<file path="config.mk">
export PLATFORM = sky130hd
export DESIGN_NAME = chacha_fifo
export DESIGN_NICKNAME = d
export VERILOG_FILES = /design/src/rtl/core/chacha_pkg.sv /design/src/rtl/core/chacha_fifo.sv
export SDC_FILE = /design/constraint.sdc
export NUM_CORES = 1
export LEC_CHECK = 0
export ABC_CLOCK_PERIOD_IN_PS = 9320
export BUFFER_PORTS_ARGS = -buffer_cell sky130_fd_sc_hd__buf_2
export CAP_MARGIN = 0
export CELL_PAD_IN_SITES_DETAIL_PLACEMENT = 2
export CELL_PAD_IN_SITES_GLOBAL_PLACEMENT = 2
export CORE_MARGIN = 2
export CORE_UTILIZATION = 52
export DETAILED_ROUTE_END_ITERATION = 7
export PLACE_DENSITY = 0.8
export SLEW_MARGIN = 15
export SYNTH_ARGS = -nofsm -noshare
export SYNTH_HDL_FRONTEND = slang
export SYNTH_SLANG_ARGS = --single-unit
</file>
<file path="constraint.sdc">
create_clock -name clk -period 9.32 [get_ports clk]
set_clock_uncertainty 0.2 [all_clocks]
set_input_delay 0.466 -clock clk [delete_from_list [all_inputs] [get_ports clk]]
set_output_delay 0.466 -clock clk [all_outputs]
set_load 0.05 [all_outputs]
</file>
<file path="src/rtl/core/chacha_pkg.sv">
// ----------------------------------------------------------------------------
// chacha_pkg
// Types, constants and round functions shared by the ChaCha20 stream cipher.
// ----------------------------------------------------------------------------
package chacha_pkg;

	localparam logic [31:0] SIGMA0 = 32'h61707865;
	localparam logic [31:0] SIGMA1 = 32'h3320646e;
	localparam logic [31:0] SIGMA2 = 32'h79622d32;
	localparam logic [31:0] SIGMA3 = 32'h6b206574;

	localparam int QUEUE_DEPTH = 8;
	localparam int WORDS_PER_BLOCK = 8;
	localparam int POS_W = $clog2(WORDS_PER_BLOCK);

	typedef enum logic [2:0] {
		REG_KEY0       = 3'd0,
		REG_KEY1       = 3'd1,
		REG_KEY2       = 3'd2,
		REG_KEY3       = 3'd3,
		REG_NONCE_LOW  = 3'd4,
		REG_NONCE_HIGH = 3'd5,
		REG_INIT_CTR   = 3'd6
	} cfg_reg_t;

	typedef enum logic [1:0] {
		CORE_IDLE,
		CORE_RUN,
		CORE_DONE
	} core_state_t;

	typedef struct packed {
		logic [63:0] text_in;
		logic [3:0]  valid_bytes;
		logic        first;
		logic        last;
	} in_beat_t;

	typedef struct packed {
		logic [63:0] text_out;
		logic [3:0]  out_bytes;
		logic        out_last;
	} out_beat_t;

	typedef struct packed {
		logic [63:0]      text;
		logic [3:0]       nbytes;
		logic             last;
		logic [POS_W-1:0] pos;
		logic             new_block;
	} q_entry_t;

	typedef logic [15:0][31:0] word_state_t;
	typedef logic [WORDS_PER_BLOCK-1:0][63:0] ks_block_t;

	typedef struct packed {
		logic        start;
		logic [31:0] counter;
	} core_req_t;

	typedef struct packed {
		logic idle;
		logic done;
	} core_stat_t;

	function automatic logic [31:0] rotl(input logic [31:0] v, input int n);
		return (v << n) | (v >> (32 - n));
	endfunction

	function automatic logic [3:0][31:0] quarter(input logic [31:0] a, input logic [31:0] b,
		input logic [31:0] c, input logic [31:0] d);
		logic [31:0] a1, b1, c1, d1;
		logic [3:0][31:0] r;
		a1 = a + b;    d1 = rotl(d ^ a1, 16);
		c1 = c + d1;   b1 = rotl(b ^ c1, 12);
		a1 = a1 + b1;  d1 = rotl(d1 ^ a1, 8);
		c1 = c1 + d1;  b1 = rotl(b1 ^ c1, 7);
		r[0] = a1;
		r[1] = b1;
		r[2] = c1;
		r[3] = d1;
		return r;
	endfunction

	function automatic word_state_t half_round(input word_state_t s, input logic diag);
		word_state_t r;
		logic [3:0][31:0] q0, q1, q2, q3;
		if (!diag) begin
			q0 = quarter(s[0], s[4], s[8],  s[12]);
			q1 = quarter(s[1], s[5], s[9],  s[13]);
			q2 = quarter(s[2], s[6], s[10], s[14]);
			q3 = quarter(s[3], s[7], s[11], s[15]);
			r[0] = q0[0]; r[4] = q0[1]; r[8]  = q0[2]; r[12] = q0[3];
			r[1] = q1[0]; r[5] = q1[1]; r[9]  = q1[2]; r[13] = q1[3];
			r[2] = q2[0]; r[6] = q2[1]; r[10] = q2[2]; r[14] = q2[3];
			r[3] = q3[0]; r[7] = q3[1]; r[11] = q3[2]; r[15] = q3[3];
		end else begin
			q0 = quarter(s[0], s[5], s[10], s[15]);
			q1 = quarter(s[1], s[6], s[11], s[12]);
			q2 = quarter(s[2], s[7], s[8],  s[13]);
			q3 = quarter(s[3], s[4], s[9],  s[14]);
			r[0] = q0[0]; r[5] = q0[1]; r[10] = q0[2]; r[15] = q0[3];
			r[1] = q1[0]; r[6] = q1[1]; r[11] = q1[2]; r[12] = q1[3];
			r[2] = q2[0]; r[7] = q2[1]; r[8]  = q2[2]; r[13] = q2[3];
			r[3] = q3[0]; r[4] = q3[1]; r[9]  = q3[2]; r[14] = q3[3];
		end
		return r;
	endfunction

	function automatic logic [3:0] norm_bytes(input logic [3:0] n);
		logic [3:0] r;
		if (n == 4'd0) begin
			r = 4'd1;
		end else if (n > 4'd8) begin
			r = 4'd8;
		end else begin
			r = n;
		end
		return r;
	endfunction

	function automatic logic [63:0] byte_mask(input logic [3:0] n);
		logic [63:0] m;
		for (int i = 0; i < 8; i++) begin
			m[8*i +: 8] = (4'(i) < n) ? 8'hFF : 8'h00;
		end
		return m;
	endfunction

endpackage

</file>
<file path="src/rtl/core/chacha_fifo.sv">
// ----------------------------------------------------------------------------
// chacha_fifo
// Short queue of classified beats between front and back end.
// ----------------------------------------------------------------------------
module chacha_fifo (
	input  logic                 clk,
	input  logic                 arst_n,
	input  logic                 push,
	input  chacha_pkg::q_entry_t entry_in,
	output logic                 full,
	input  logic                 pop,
	output chacha_pkg::q_entry_t head,
	output logic                 not_empty
);
	import chacha_pkg::*;

	localparam int PTR_W = $clog2(QUEUE_DEPTH);
	localparam int CNT_W = $clog2(QUEUE_DEPTH + 1);

	q_entry_t         mem [QUEUE_DEPTH];
	logic [PTR_W-1:0] wr_ptr_q;
	logic [PTR_W-1:0] rd_ptr_q;
	logic [CNT_W-1:0] count_q;

	assign full      = (count_q == CNT_W'(QUEUE_DEPTH));
	assign not_empty = (count_q != '0);
	assign head      = mem[rd_ptr_q];

	always_ff @(posedge clk) begin
		if (push) begin
			mem[wr_ptr_q] <= entry_in;
		end
	end

	always_ff @(posedge clk or negedge arst_n) begin
		if (!arst_n) begin
			wr_ptr_q <= '0;
			rd_ptr_q <= '0;
			count_q  <= '0;
		end else begin
			if (push) begin
				wr_ptr_q <= wr_ptr_q + PTR_W'(1);
			end
			if (pop) begin
				rd_ptr_q <= rd_ptr_q + PTR_W'(1);
			end
			if (push && !pop) begin
				count_q <= count_q + CNT_W'(1);
			end else if (pop && !push) begin
				count_q <= count_q - CNT_W'(1);
			end
		end
	end

	a_no_overflow: assert property (@(posedge clk) disable iff (!arst_n)
		push |-> (!full || pop))
		else $error("queue overflow");

	a_no_underflow: assert property (@(posedge clk) disable iff (!arst_n)
		pop |-> not_empty)
		else $error("queue underflow");

endmodule

</file>
==> impl_metrics.env, run 1 <==
export IMPL_status="stopped before the end"
export IMPL_lastStage="clock tree synthesis"
export IMPL_error="[ERROR DPL-0033] detailed placement checks failed during check placement."
export IMPL_start_util_pct=52.5
export IMPL_syn_area_um2=22500
export IMPL_clkSinkCount=594
export IMPL_ys_ff_latch=594
export IMPL_dpl_cell_count=1618
export IMPL_htreeDepth=2
export IMPL_die_height_um=212
export IMPL_cts_buffer_depth=3
export IMPL_root_buffer="clkbuf_16"
export IMPL_syn_avg_cell_area_um2=24.9
export IMPL_syn_nets=987
export IMPL_cts_resized_gates=0
export IMPL_die_w_um=212
export IMPL_cts_hold_buffers=75
export IMPL_cts_buffers=60
export IMPL_cts_setup_buffers=0
export IMPL_place_congestion=0.704
export IMPL_portBuffers=151
export IMPL_yosysUniqueCellTypes=27
export IMPL_pre_cts_ws_ns=5.10
export IMPL_synth_cells=904
export IMPL_ys_seq_area_share_pct=79.0
export IMPL_ioPinCount=152
export IMPL_rows=76
export IMPL_ys_warn_count=0
export IMPL_hpwl_um=32500
==> logic make-up after synthesis <==
| group | Yosys count | synth area share [%] |
|---|---|---|
| XOR/XNOR | 6 | 0.233 |
| AO/OA/AOI/OAI | 6 | 0.183 |
| AND/OR/NAND/NOR | 25 | 0.561 |
| adder cells (fa/ha/maj) | 6 | 0.367 |
| multiplexers | 223 | 18.4 |
| buffers and inverters | 44 | 1.25 |
| flip-flops | 594 | 79.0 |
==> stage by stage <==
step | hold WS (ns) | instance area [um2]
2_1_floorplan | -0.0296 | 22500
3_3_place_gp | 0.138 | 24000
3_5_place_dp | 0.143 | 24000
==> Yosys cell counts (all sizes together) <==
cell,count,area share (%)
edfxtp,584,78
mux4,146,15
mux2,76,3.8
buf,27,0.97
clkbuf,15,0.25
dfrtp,10,1.1
nand2,6,0.10
nor2,6,0.10
ha,5,0.28
xnor2,4,0.16
nand2b,3,0.083
nor3,3,0.067
a21oi,2,0.044
inv,2,0.033
nand3,2,0.044
o211ai,2,0.067
or4,2,0.067
xor2,2,0.078
a2111o,1,0.050
fa,1,0.089
mux2i,1,0.044
nand3b,1,0.033
nor4b,1,0.039
o21ai,1,0.022
or3,1,0.028
==> run 2: changes to the inputs <==
--- a/config.mk
+++ b/config.mk
@@ -8,12 +8,10 @@
 export ABC_CLOCK_PERIOD_IN_PS = 9320
 export BUFFER_PORTS_ARGS = -buffer_cell sky130_fd_sc_hd__buf_2
 export CAP_MARGIN = 0
-export CELL_PAD_IN_SITES_DETAIL_PLACEMENT = 2
-export CELL_PAD_IN_SITES_GLOBAL_PLACEMENT = 2
 export CORE_MARGIN = 2
-export CORE_UTILIZATION = 52
+export CORE_UTILIZATION = 40
 export DETAILED_ROUTE_END_ITERATION = 7
-export PLACE_DENSITY = 0.8
+export PLACE_DENSITY_LB_ADDON = 0.15
 export SLEW_MARGIN = 15
 export SYNTH_ARGS = -nofsm -noshare
 export SYNTH_HDL_FRONTEND = slang
==> run 2 against run 1 <==
  * The flow now finishes without violations
  * Area after synthesis unchanged
  * Synthesized cell count stayed put
==> impl_metrics.env, run 2 <==
export IMPL_fin_util_pct=48.2
export IMPL_yosysUniqueCellTypes=27
export IMPL_rsz0062_at_grt="false"
export IMPL_syn_avg_cell_area_um2=24.9
export IMPL_cts_setup_buffers=0
export IMPL_place_congestion=0.670
export IMPL_p_leak_nw=8.66
export IMPL_grt_pass1_wl_um=68000
export IMPL_yosysTopAreaCell="edfxtp_1"
export IMPL_synth_edff_count=584
export IMPL_drc_errors=0
export IMPL_regMostFlops="mem"
export IMPL_drtAntennaViolNets=0
export IMPL_critical_path_class="reg -> out"
export IMPL_top_regs="mem x584, count_q x4"
export IMPL_cts_tree="built"
export IMPL_largest_reg_flops=584
export IMPL_fp_coreArea_um2=55400
export IMPL_nNetsFinal=1255
export IMPL_vias_per_cell=5.11
export IMPL_cts_buffers=61
export IMPL_ys_seq_area_share_pct=79.0
export IMPL_root_buffer="clkbuf_16"
export IMPL_grt_ovfl_total=0
export IMPL_synth_top_area_share_pct=77.9
export IMPL_fmax_ghz=0.211
export IMPL_period_needed_ns=4.74
export IMPL_use_met3_pct=3.53
export IMPL_drv_cap=0
export IMPL_ioPinCount=152
export IMPL_clkSinkCount=594
export IMPL_track_usage_pct=15.9
export IMPL_crit_path_top_delay_cell="dfrtp_4"
export IMPL_design_die_area_um2=58200
export IMPL_vias=10100
export IMPL_cts_hold_buffers=76
export IMPL_synth_common_cells="584 x edfxtp_1, 146 x mux4_2, 76 x mux2_2, 15 x buf_6, 15 x clkbuf_1"
export IMPL_arrival_ns=4.07
export IMPL_yosys_most_used_dff="edfxtp_1"
export IMPL_status="finished clean"
export IMPL_routedWlPerCell_um=23.1
export IMPL_grt_busiest_layer="met2"
export IMPL_cp_data_required_time_ns=8.65
export IMPL_grt_pass1_vias=11000
export IMPL_hold_path_class="in -> async"
export IMPL_powerDensity_nw_per_um2=336
export IMPL_slew_headroom_pct=29.6
export IMPL_synth_most_common_cell="edfxtp_1"
export IMPL_clk_pin_slew_worst_paths_ns=0.06
export IMPL_syn_area_um2=22500
export IMPL_slowest_delay_ns=0.89
export IMPL_synth_cells=904
export IMPL_cts_resized_gates=0
export IMPL_die_height_um=241
export IMPL_final_common_cell="edfxtp_1"
export IMPL_yosys_top_cells_area="edfxtp_1 78%, mux4_2 15%, mux2_2 3.8%"
export IMPL_hold_viol=0
export IMPL_antenna_found_initial=6
export IMPL_crit_path_start_kind="register"
export IMPL_hpwl_um=23400
export IMPL_setup_tns_final_ns=0
export IMPL_cp_cell_sequence="buf_4 > buf_12 > mux4_2 > mux2_2 > buf_2"
export IMPL_setup_viol_count_final=0
export IMPL_cts_buffer_depth=3
export IMPL_final_cell_mix="584 x edfxtp_1, 151 x buf_2, 146 x mux4_2, 76 x mux2_2, 76 x dlygate4sd3_1"
export IMPL_grtUsageMet1_pct=20.7
export IMPL_critPathMaxFanout=80
export IMPL_worstMarginPinSlew_ns=1.06
export IMPL_start_util_pct=40.6
export IMPL_dr_pass1_iters=6
export IMPL_final_max_slew_viol_count=0
export IMPL_rows=86
export IMPL_die_w_um=241
export IMPL_ir_drop_uv=224
export IMPL_finalCritPeriodShare_pct=50.8
export IMPL_drive_gt1_share_pct=39.2
export IMPL_syn_nets=987
export IMPL_end_kind="output port"
export IMPL_grt_max_degree=81
export IMPL_grt_use_met2_pct=26.8
export IMPL_postRouteWirelength_um=45500
export IMPL_drt_iter0_drc=656
export IMPL_syn_to_final_growth_pct=18.7
export IMPL_ys_async_sr_fraction_pct=1.68
export IMPL_ys_warn_count=0
export IMPL_portBuffers=151
export IMPL_htreeDepth=2
export IMPL_regToRegSetupSlack_ns=6.34
export IMPL_ys_ff_latch=594
export IMPL_clock_latency_ns=0.61
## run 2: cell families (layout without fill, tap and decap cells)
logic type      Yosys count  count (layout)  share of synthesized area, %
flops                   594             594                          79.0
other cells               0               5                             0
xor+xnor                  6               6                         0.233
buf+inv                  44             358                          1.25
simple gates             25              25                         0.561
fa+ha+maj                 6               6                         0.367
mux                     223             223                          18.4
compound gates            6               6                         0.183
## run 2: area by class of cell
class | count | area [um2]
antenna | 5 | 12.5
fill | 4564 | 28700
inverter | 2 | 7.51
clock buffer | 79 | 1590
sequential | 594 | 17800
timing repair buffer | 247 | 1680
clock inverter | 30 | 189
multi-input combinational | 266 | 4510
tap | 748 | 936
## run 2: path summary, 6_finish.rpt
| path | from | end | depth (start not counted) |
|---|---|---|---|
| hold / removal | arst_n | count_q[1] | 2 |
| max in group asynchronous | arst_n | rd_ptr_q[2] | 2 |
| setup / recovery | rd_ptr_q[0] | head[36] | 5 |
| setup reg to reg | wr_ptr_q[1] | mem[1][12] | 4 |
| min in group clk | count_q[2] | count_q[2] | 2 |
| hold reg to reg | count_q[2] | count_q[2] | 2 |
## run 2: power breakdown
group	switching (mW)	total [mW]	leakage [nW]	internal, mW
sequential	0.202	3.56	5.42	3.36
combinational	2.05	3.22	2.37	1.17
clock	0.951	2.20	0.870	1.25
total	3.20	8.98	8.66	5.77
## run 2: worst max-delay path, delay by kind of cell (launching register included)
| kind | cells | cell delay (ns) |
|---|---|---|
| buffers and inverters | 3 | 1.57 |
| DFF | 1 | 0.89 |
| muxes | 2 | 0.89 |
## run 2: metrics by stage
step                      setup WS, ns  cells  power (mW)  instance area, um2  hold slack, ns
after floorplan                   3.00    904        6.13               22500         -0.0296
after global placement            5.06   1781        6.89               24200           0.149
after detailed placement          5.07   1781        6.90               24200           0.152
after CTS                         4.37   1966        9.15               26700          0.0120
after global routing              4.19   1970        9.40               26700          0.0637
final                             4.58   1971        8.98               26700          0.0490
## run 2: metal layers
metal / wire length, um / share of wire (%) / vias to the layer above
met5: 11 / 0.024 / -
li1: - / - / 4420
met2: 22600 / 50 / 197
met3: 2370 / 5.2 / 72
met4: 998 / 2.2 / 2
met1: 19600 / 43 / 5382
Power figures use the tool's default switching activity.
==> run 3: changes to the inputs <==
--- a/config.mk
+++ b/config.mk
@@ -5,7 +5,7 @@
 export SDC_FILE = /design/constraint.sdc
 export NUM_CORES = 1
 export LEC_CHECK = 0
-export ABC_CLOCK_PERIOD_IN_PS = 9320
+export ABC_CLOCK_PERIOD_IN_PS = 4870
 export BUFFER_PORTS_ARGS = -buffer_cell sky130_fd_sc_hd__buf_2
 export CAP_MARGIN = 0
 export CORE_MARGIN = 2
==> constraint.sdc (replaced) <==
create_clock -name clk -period 4.87 [get_ports clk]
set_clock_uncertainty 0.2 [all_clocks]
set_input_delay 0.2435 -clock clk [delete_from_list [all_inputs] [get_ports clk]]
set_output_delay 0.2435 -clock clk [all_outputs]
set_load 0.05 [all_outputs]
==> run 3 against run 2 <==
  * First-iteration DRC count fell by 16%
  * Clock-buffer cell count rose by 16
  * Clock power rose by 110%
  * Largest power group unchanged
==> impl_metrics.env, run 3 (synthesis results as in run 2) <==
export IMPL_status="finished clean"
export IMPL_rsz0062_at_grt="false"
export IMPL_start_util_pct=40.6
export IMPL_ioPinCount=152
export IMPL_cp_data_required_time_ns=4.43
export IMPL_dr_pass1_iters=4
export IMPL_htreeDepth=3
export IMPL_final_common_cell="edfxtp_1"
export IMPL_setup_tns_final_ns=0
export IMPL_hold_path_class="in -> reg"
export IMPL_min_from="pop"
export IMPL_vias=10000
export IMPL_clock_latency_ns=0.57
export IMPL_p_leak_nw=8.80
export IMPL_drv_cap=0
export IMPL_drt_iter0_drc=553
export IMPL_hold_viol=0
export IMPL_worstMarginPinSlew_ns=0.960
export IMPL_r2r_end="mem[3][46]"
export IMPL_critical_path_class="reg -> out"
export IMPL_cts_buffers=66
export IMPL_routedWlPerCell_um=23.4
export IMPL_critPathMaxFanout=52
export IMPL_fp_coreArea_um2=55400
export IMPL_finalCritPeriodShare_pct=72.0
export IMPL_powerDensity_nw_per_um2=654
export IMPL_drive_gt1_share_pct=39.2
export IMPL_crit_path_start_kind="register"
export IMPL_clk_pin_slew_worst_paths_ns=0.06
export IMPL_num_antenna_cells=0
export IMPL_postRouteWirelength_um=46000
export IMPL_clkSinkCount=594
export IMPL_grt_max_degree=87
export IMPL_slew_headroom_pct=35.9
export IMPL_root_buffer="clkbuf_16"
export IMPL_worstHoldPathCells=3
export IMPL_min_to="rd_ptr_q[0]"
export IMPL_largest_reg_flops=584
export IMPL_end_kind="output port"
export IMPL_hpwl_um=22800
export IMPL_place_congestion=0.691
export IMPL_grt_ovfl_total=0
export IMPL_grt_pass1_wl_um=68000
export IMPL_portBuffers=151
export IMPL_regToRegSetupSlack_ns=2.29
export IMPL_final_cell_mix="584 x edfxtp_1, 151 x buf_2, 146 x mux4_2, 77 x dlygate4sd3_1, 76 x mux2_2"
export IMPL_drtAntennaViolNets=0
export IMPL_cts_tree="built"
export IMPL_design_die_area_um2=58200
export IMPL_final_max_slew_viol_count=0
export IMPL_rows=86
export IMPL_syn_to_final_growth_pct=20.3
export IMPL_power_total_mw=17.7
export IMPL_die_w_um=241
export IMPL_drc_errors=0
export IMPL_period_needed_ns=3.51
export IMPL_vias_per_cell=5.09
export IMPL_grt_pass1_vias=10700
export IMPL_track_usage_pct=16.2
export IMPL_cts_buffer_depth=3
export IMPL_antenna_found_initial=1
export IMPL_die_height_um=241
export IMPL_fmax_ghz=0.285
export IMPL_r2r_start="wr_ptr_q[2]"
export IMPL_setup_viol_count_final=0
export IMPL_arrival_ns=3.06
export IMPL_top_regs="mem x584, count_q x4"
export IMPL_nNetsFinal=1257
export IMPL_ff2ff_path_depth=3
export IMPL_regMostFlops="mem"
export IMPL_ir_drop_uv=470
export IMPL_cts_setup_buffers=0
-- run 3: timing repair --
action                                 in CTS  in global routing
gates resized for setup                     0                  0
hold buffers                               77                  0
endpoints found under the hold margin     600                  0
-- run 3: worst max-delay path by stage --
stage | start | to
after global routing | rd_ptr_q[0] | head[26]
after global placement | rd_ptr_q[0] | head[26]
final | rd_ptr_q[0] | head[17]
after detailed placement | rd_ptr_q[0] | head[8]
after floorplan | wr_ptr_q[0] | mem[4][0]
after CTS | rd_ptr_q[0] | head[17]
-- run 3: routing by layer --
layer  track usage [%]  vias up  routed length [um]
met5                 0        -                   7
met4              4.43        2                 846
met3              4.03       68                1990
met2              27.4      183               23300
met1              20.9     5339               19900
li1                  -     4423                   -
-- run 3: metrics by stage --
stage / instance area [um2] / hold WS (ns) / std cells / util (%) / worst slack, ns
4_1_cts: 27100 / 0.226 / 1966 / 48.9 / 1.24
6_report: 27100 / 0.267 / 1966 / 48.9 / 1.36
2_1_floorplan: 22500 / -0.252 / 904 / - / 0.494
3_5_place_dp: 24300 / -0.0714 / 1777 / 43.8 / 1.87
3_3_place_gp: 24300 / -0.0676 / 1777 / 43.8 / 1.88
5_1_grt: 27100 / 0.251 / 1966 / 48.9 / 1.13
-- run 3: worst max-delay path, stage by stage (launching register included) --
cell	delay [ns]
dfrtp_4	0.92
buf_12	0.45
mux4_2	0.57
mux2_2	0.28
buf_2	0.22
-- run 3: cell type report --
| class | count | area, um2 |
|---|---|---|
| well taps | 748 | 936 |
| flip-flops and latches | 594 | 17800 |
| repair buffers | 244 | 1780 |
| fillers | 4508 | 28300 |
| multi-input cells | 266 | 4520 |
| clock inverters | 17 | 119 |
| clock buffers | 95 | 1920 |
| inverters | 2 | 7.51 |
-- run 3: power by group --
part | internal, mW | switching, mW
registers | 6.42 | 0.338
clock network | 2.82 | 1.88
logic | 2.29 | 3.96
total | 11.5 | 6.18
==> run 4: changes to the inputs <==
--- a/config.mk
+++ b/config.mk
@@ -5,7 +5,7 @@
 export SDC_FILE = /design/constraint.sdc
 export NUM_CORES = 1
 export LEC_CHECK = 0
-export ABC_CLOCK_PERIOD_IN_PS = 4870
+export ABC_CLOCK_PERIOD_IN_PS = 3050
 export BUFFER_PORTS_ARGS = -buffer_cell sky130_fd_sc_hd__buf_2
 export CAP_MARGIN = 0
 export CORE_MARGIN = 2
==> constraint.sdc (replaced) <==
create_clock -name clk -period 3.05 [get_ports clk]
set_clock_uncertainty 0.2 [all_clocks]
set_input_delay 0.1525 -clock clk [delete_from_list [all_inputs] [get_ports clk]]
set_output_delay 0.1525 -clock clk [all_outputs]
set_load 0.05 [all_outputs]
==> run 4 against run 3 <==
  * Setup slack got worse by 1.3 ns
  * Die area did not move
  * Sequential power rose by 57%
  * Sequential share of layout area fell by 0.60 points
  * Critical path type unchanged
  * Largest power group unchanged
==> impl_metrics.env, run 4 (synthesis results as in run 2) <==
export IMPL_clk_pin_slew_worst_paths_ns=0.06
export IMPL_htreeDepth=3
export IMPL_slew_headroom_pct=56.8
export IMPL_period_needed_ns=2.94
export IMPL_dpl_cell_count=1792
export IMPL_fmax_ghz=0.340
export IMPL_fp_coreArea_um2=55400
export IMPL_drtAntennaViolNets=0
export IMPL_portBuffers=151
export IMPL_end_kind="output port"
export IMPL_drc_errors=0
export IMPL_arrival_ns=2.59
export IMPL_cts_tree="built"
export IMPL_powerDensity_nw_per_um2=1050
export IMPL_regMostFlops="mem"
export IMPL_p_leak_nw=8.92
export IMPL_track_usage_pct=16.2
export IMPL_cp_data_required_time_ns=2.70
export IMPL_start_util_pct=40.6
export IMPL_worstMarginPinSlew_ns=0.648
export IMPL_critPathMaxFanout=25
export IMPL_design_die_area_um2=58200
export IMPL_final_common_cell="edfxtp_1"
export IMPL_vias_per_cell=5.12
export IMPL_regToRegSetupSlack_ns=0.97
export IMPL_grt_pass1_vias=10900
export IMPL_die_height_um=241
export IMPL_crit_path_start_kind="register"
export IMPL_rsz0062_at_grt="true"
export IMPL_final_cell_mix="584 x edfxtp_1, 151 x buf_2, 146 x mux4_2, 77 x dlygate4sd3_1, 76 x mux2_2"
export IMPL_hold_viol=0
export IMPL_nNetsFinal=1274
export IMPL_postRouteWirelength_um=46100
export IMPL_grt_pass1_wl_um=68900
export IMPL_critical_path_class="reg -> out"
export IMPL_ir_drop_uv=683
export IMPL_status="finished clean"
export IMPL_fin_area_um2=27300
export IMPL_grt_max_degree=61
export IMPL_root_buffer="clkbuf_16"
export IMPL_finalCritPeriodShare_pct=96.5
export IMPL_setup_viol_count_final=0
export IMPL_cts_buffer_depth=3
export IMPL_syn_to_final_growth_pct=21.4
export IMPL_die_w_um=241
export IMPL_cp_top_family="multiplexers"
export IMPL_largest_reg_flops=584
export IMPL_antenna_found_initial=5
export IMPL_holdWs_ns=0.174
export IMPL_dr_pass1_iters=4
export IMPL_hold_path_class="in -> reg"
export IMPL_clock_latency_ns=0.58
export IMPL_grt_ovfl_total=0
export IMPL_crit_path_top_delay_cell="mux4_2"
export IMPL_drv_cap=0
export IMPL_cp_cell_sequence="buf_12 > buf_16 > mux4_2 > mux2_2 > buf_2"
export IMPL_drive_gt1_share_pct=40.3
export IMPL_fin_util_pct=49.3
export IMPL_routedWlPerCell_um=23.2
export IMPL_ioPinCount=152
export IMPL_drt_iter0_drc=633
export IMPL_crit_buf_inv=3
export IMPL_rows=86
export IMPL_dpl_cell_area_um2=24500
export IMPL_final_max_slew_viol_count=0
export IMPL_hpwl_um=23900
export IMPL_vias=10200
export IMPL_layoutNonFillerInstCount=1988
export IMPL_clkSinkCount=594
export IMPL_top_regs="mem x584, count_q x4"
export IMPL_place_congestion=0.714
export IMPL_slowest_delay_ns=0.52
export IMPL_cts_buffers=66
## run 4: cell count changes in the layout (fill, tap and decap cells not counted), sizes merged
cell | before | now
clkbuf | 95 | 88
clkinvlp | 0 | 2
clkinv | 15 | 16
bufinv | 2 | 5
diode | 0 | 3
buf | 167 | 184
inv | 2 | 5
## run 4: timing repair
action,4_1_cts,5_1_grt
hold endpoints to repair,600,0
setup buffers,2,0
endpoints found under the setup margin,7,7
hold buffers,77,0
resized for setup,1,0
## run 4: per-stage QoR
step / worst slack (ns) / power (mW) / setup TNS (ns)
CTS: 0.0519 / 29.2 / 0
detailed placement: 0.620 / 21.4 / 0
floorplan: -0.172 / 18.7 / -68.57
global route: -0.0322 / 30.0 / -0.106
global placement: 0.619 / 21.4 / 0
finish: 0.106 / 28.7 / 0
## run 4: worst register-to-register path, cell delays in order, from the launching register on
cell and delay (ns):
dfrtp_1 0.50, nand2b_1 0.28, nor2_4 0.15, buf_4 0.55
## run 4: worst paths after layout
check	from	end	cells after the start
hold reg to reg	count_q[2]	count_q[2]	2
setup reg to reg	wr_ptr_q[0]	mem[6][59]	3
setup / recovery	rd_ptr_q[0]	head[35]	5
hold / removal	entry_in[59]	mem[3][59]	2
max in group asynchronous	arst_n	rd_ptr_q[1]	3
min in group asynchronous	arst_n	rd_ptr_q[2]	3
## run 4: power breakdown
group | internal [mW] | switching (mW)
registers | 10.3 | 0.387
logic | 3.86 | 6.58
clock network | 4.55 | 3.04
## run 4: final cells by class
type | instances | area, um2
fill | 4503 | 28100
sequential | 594 | 17800
multi-input combinational | 266 | 4520
timing repair buffer | 261 | 2010
clock buffer | 88 | 1800
tap | 748 | 936
clock inverter | 26 | 258
inverter | 2 | 7.51
antenna | 3 | 7.51
## run 4: layer usage
metal	vias to the layer above	GRT usage, %	share of wire, %
li1	4462	-	-
met1	5420	22.4	45
met2	237	25.9	48
met3	58	3.97	5.9
met4	4	4.64	1.5
met5	-	0	0.056
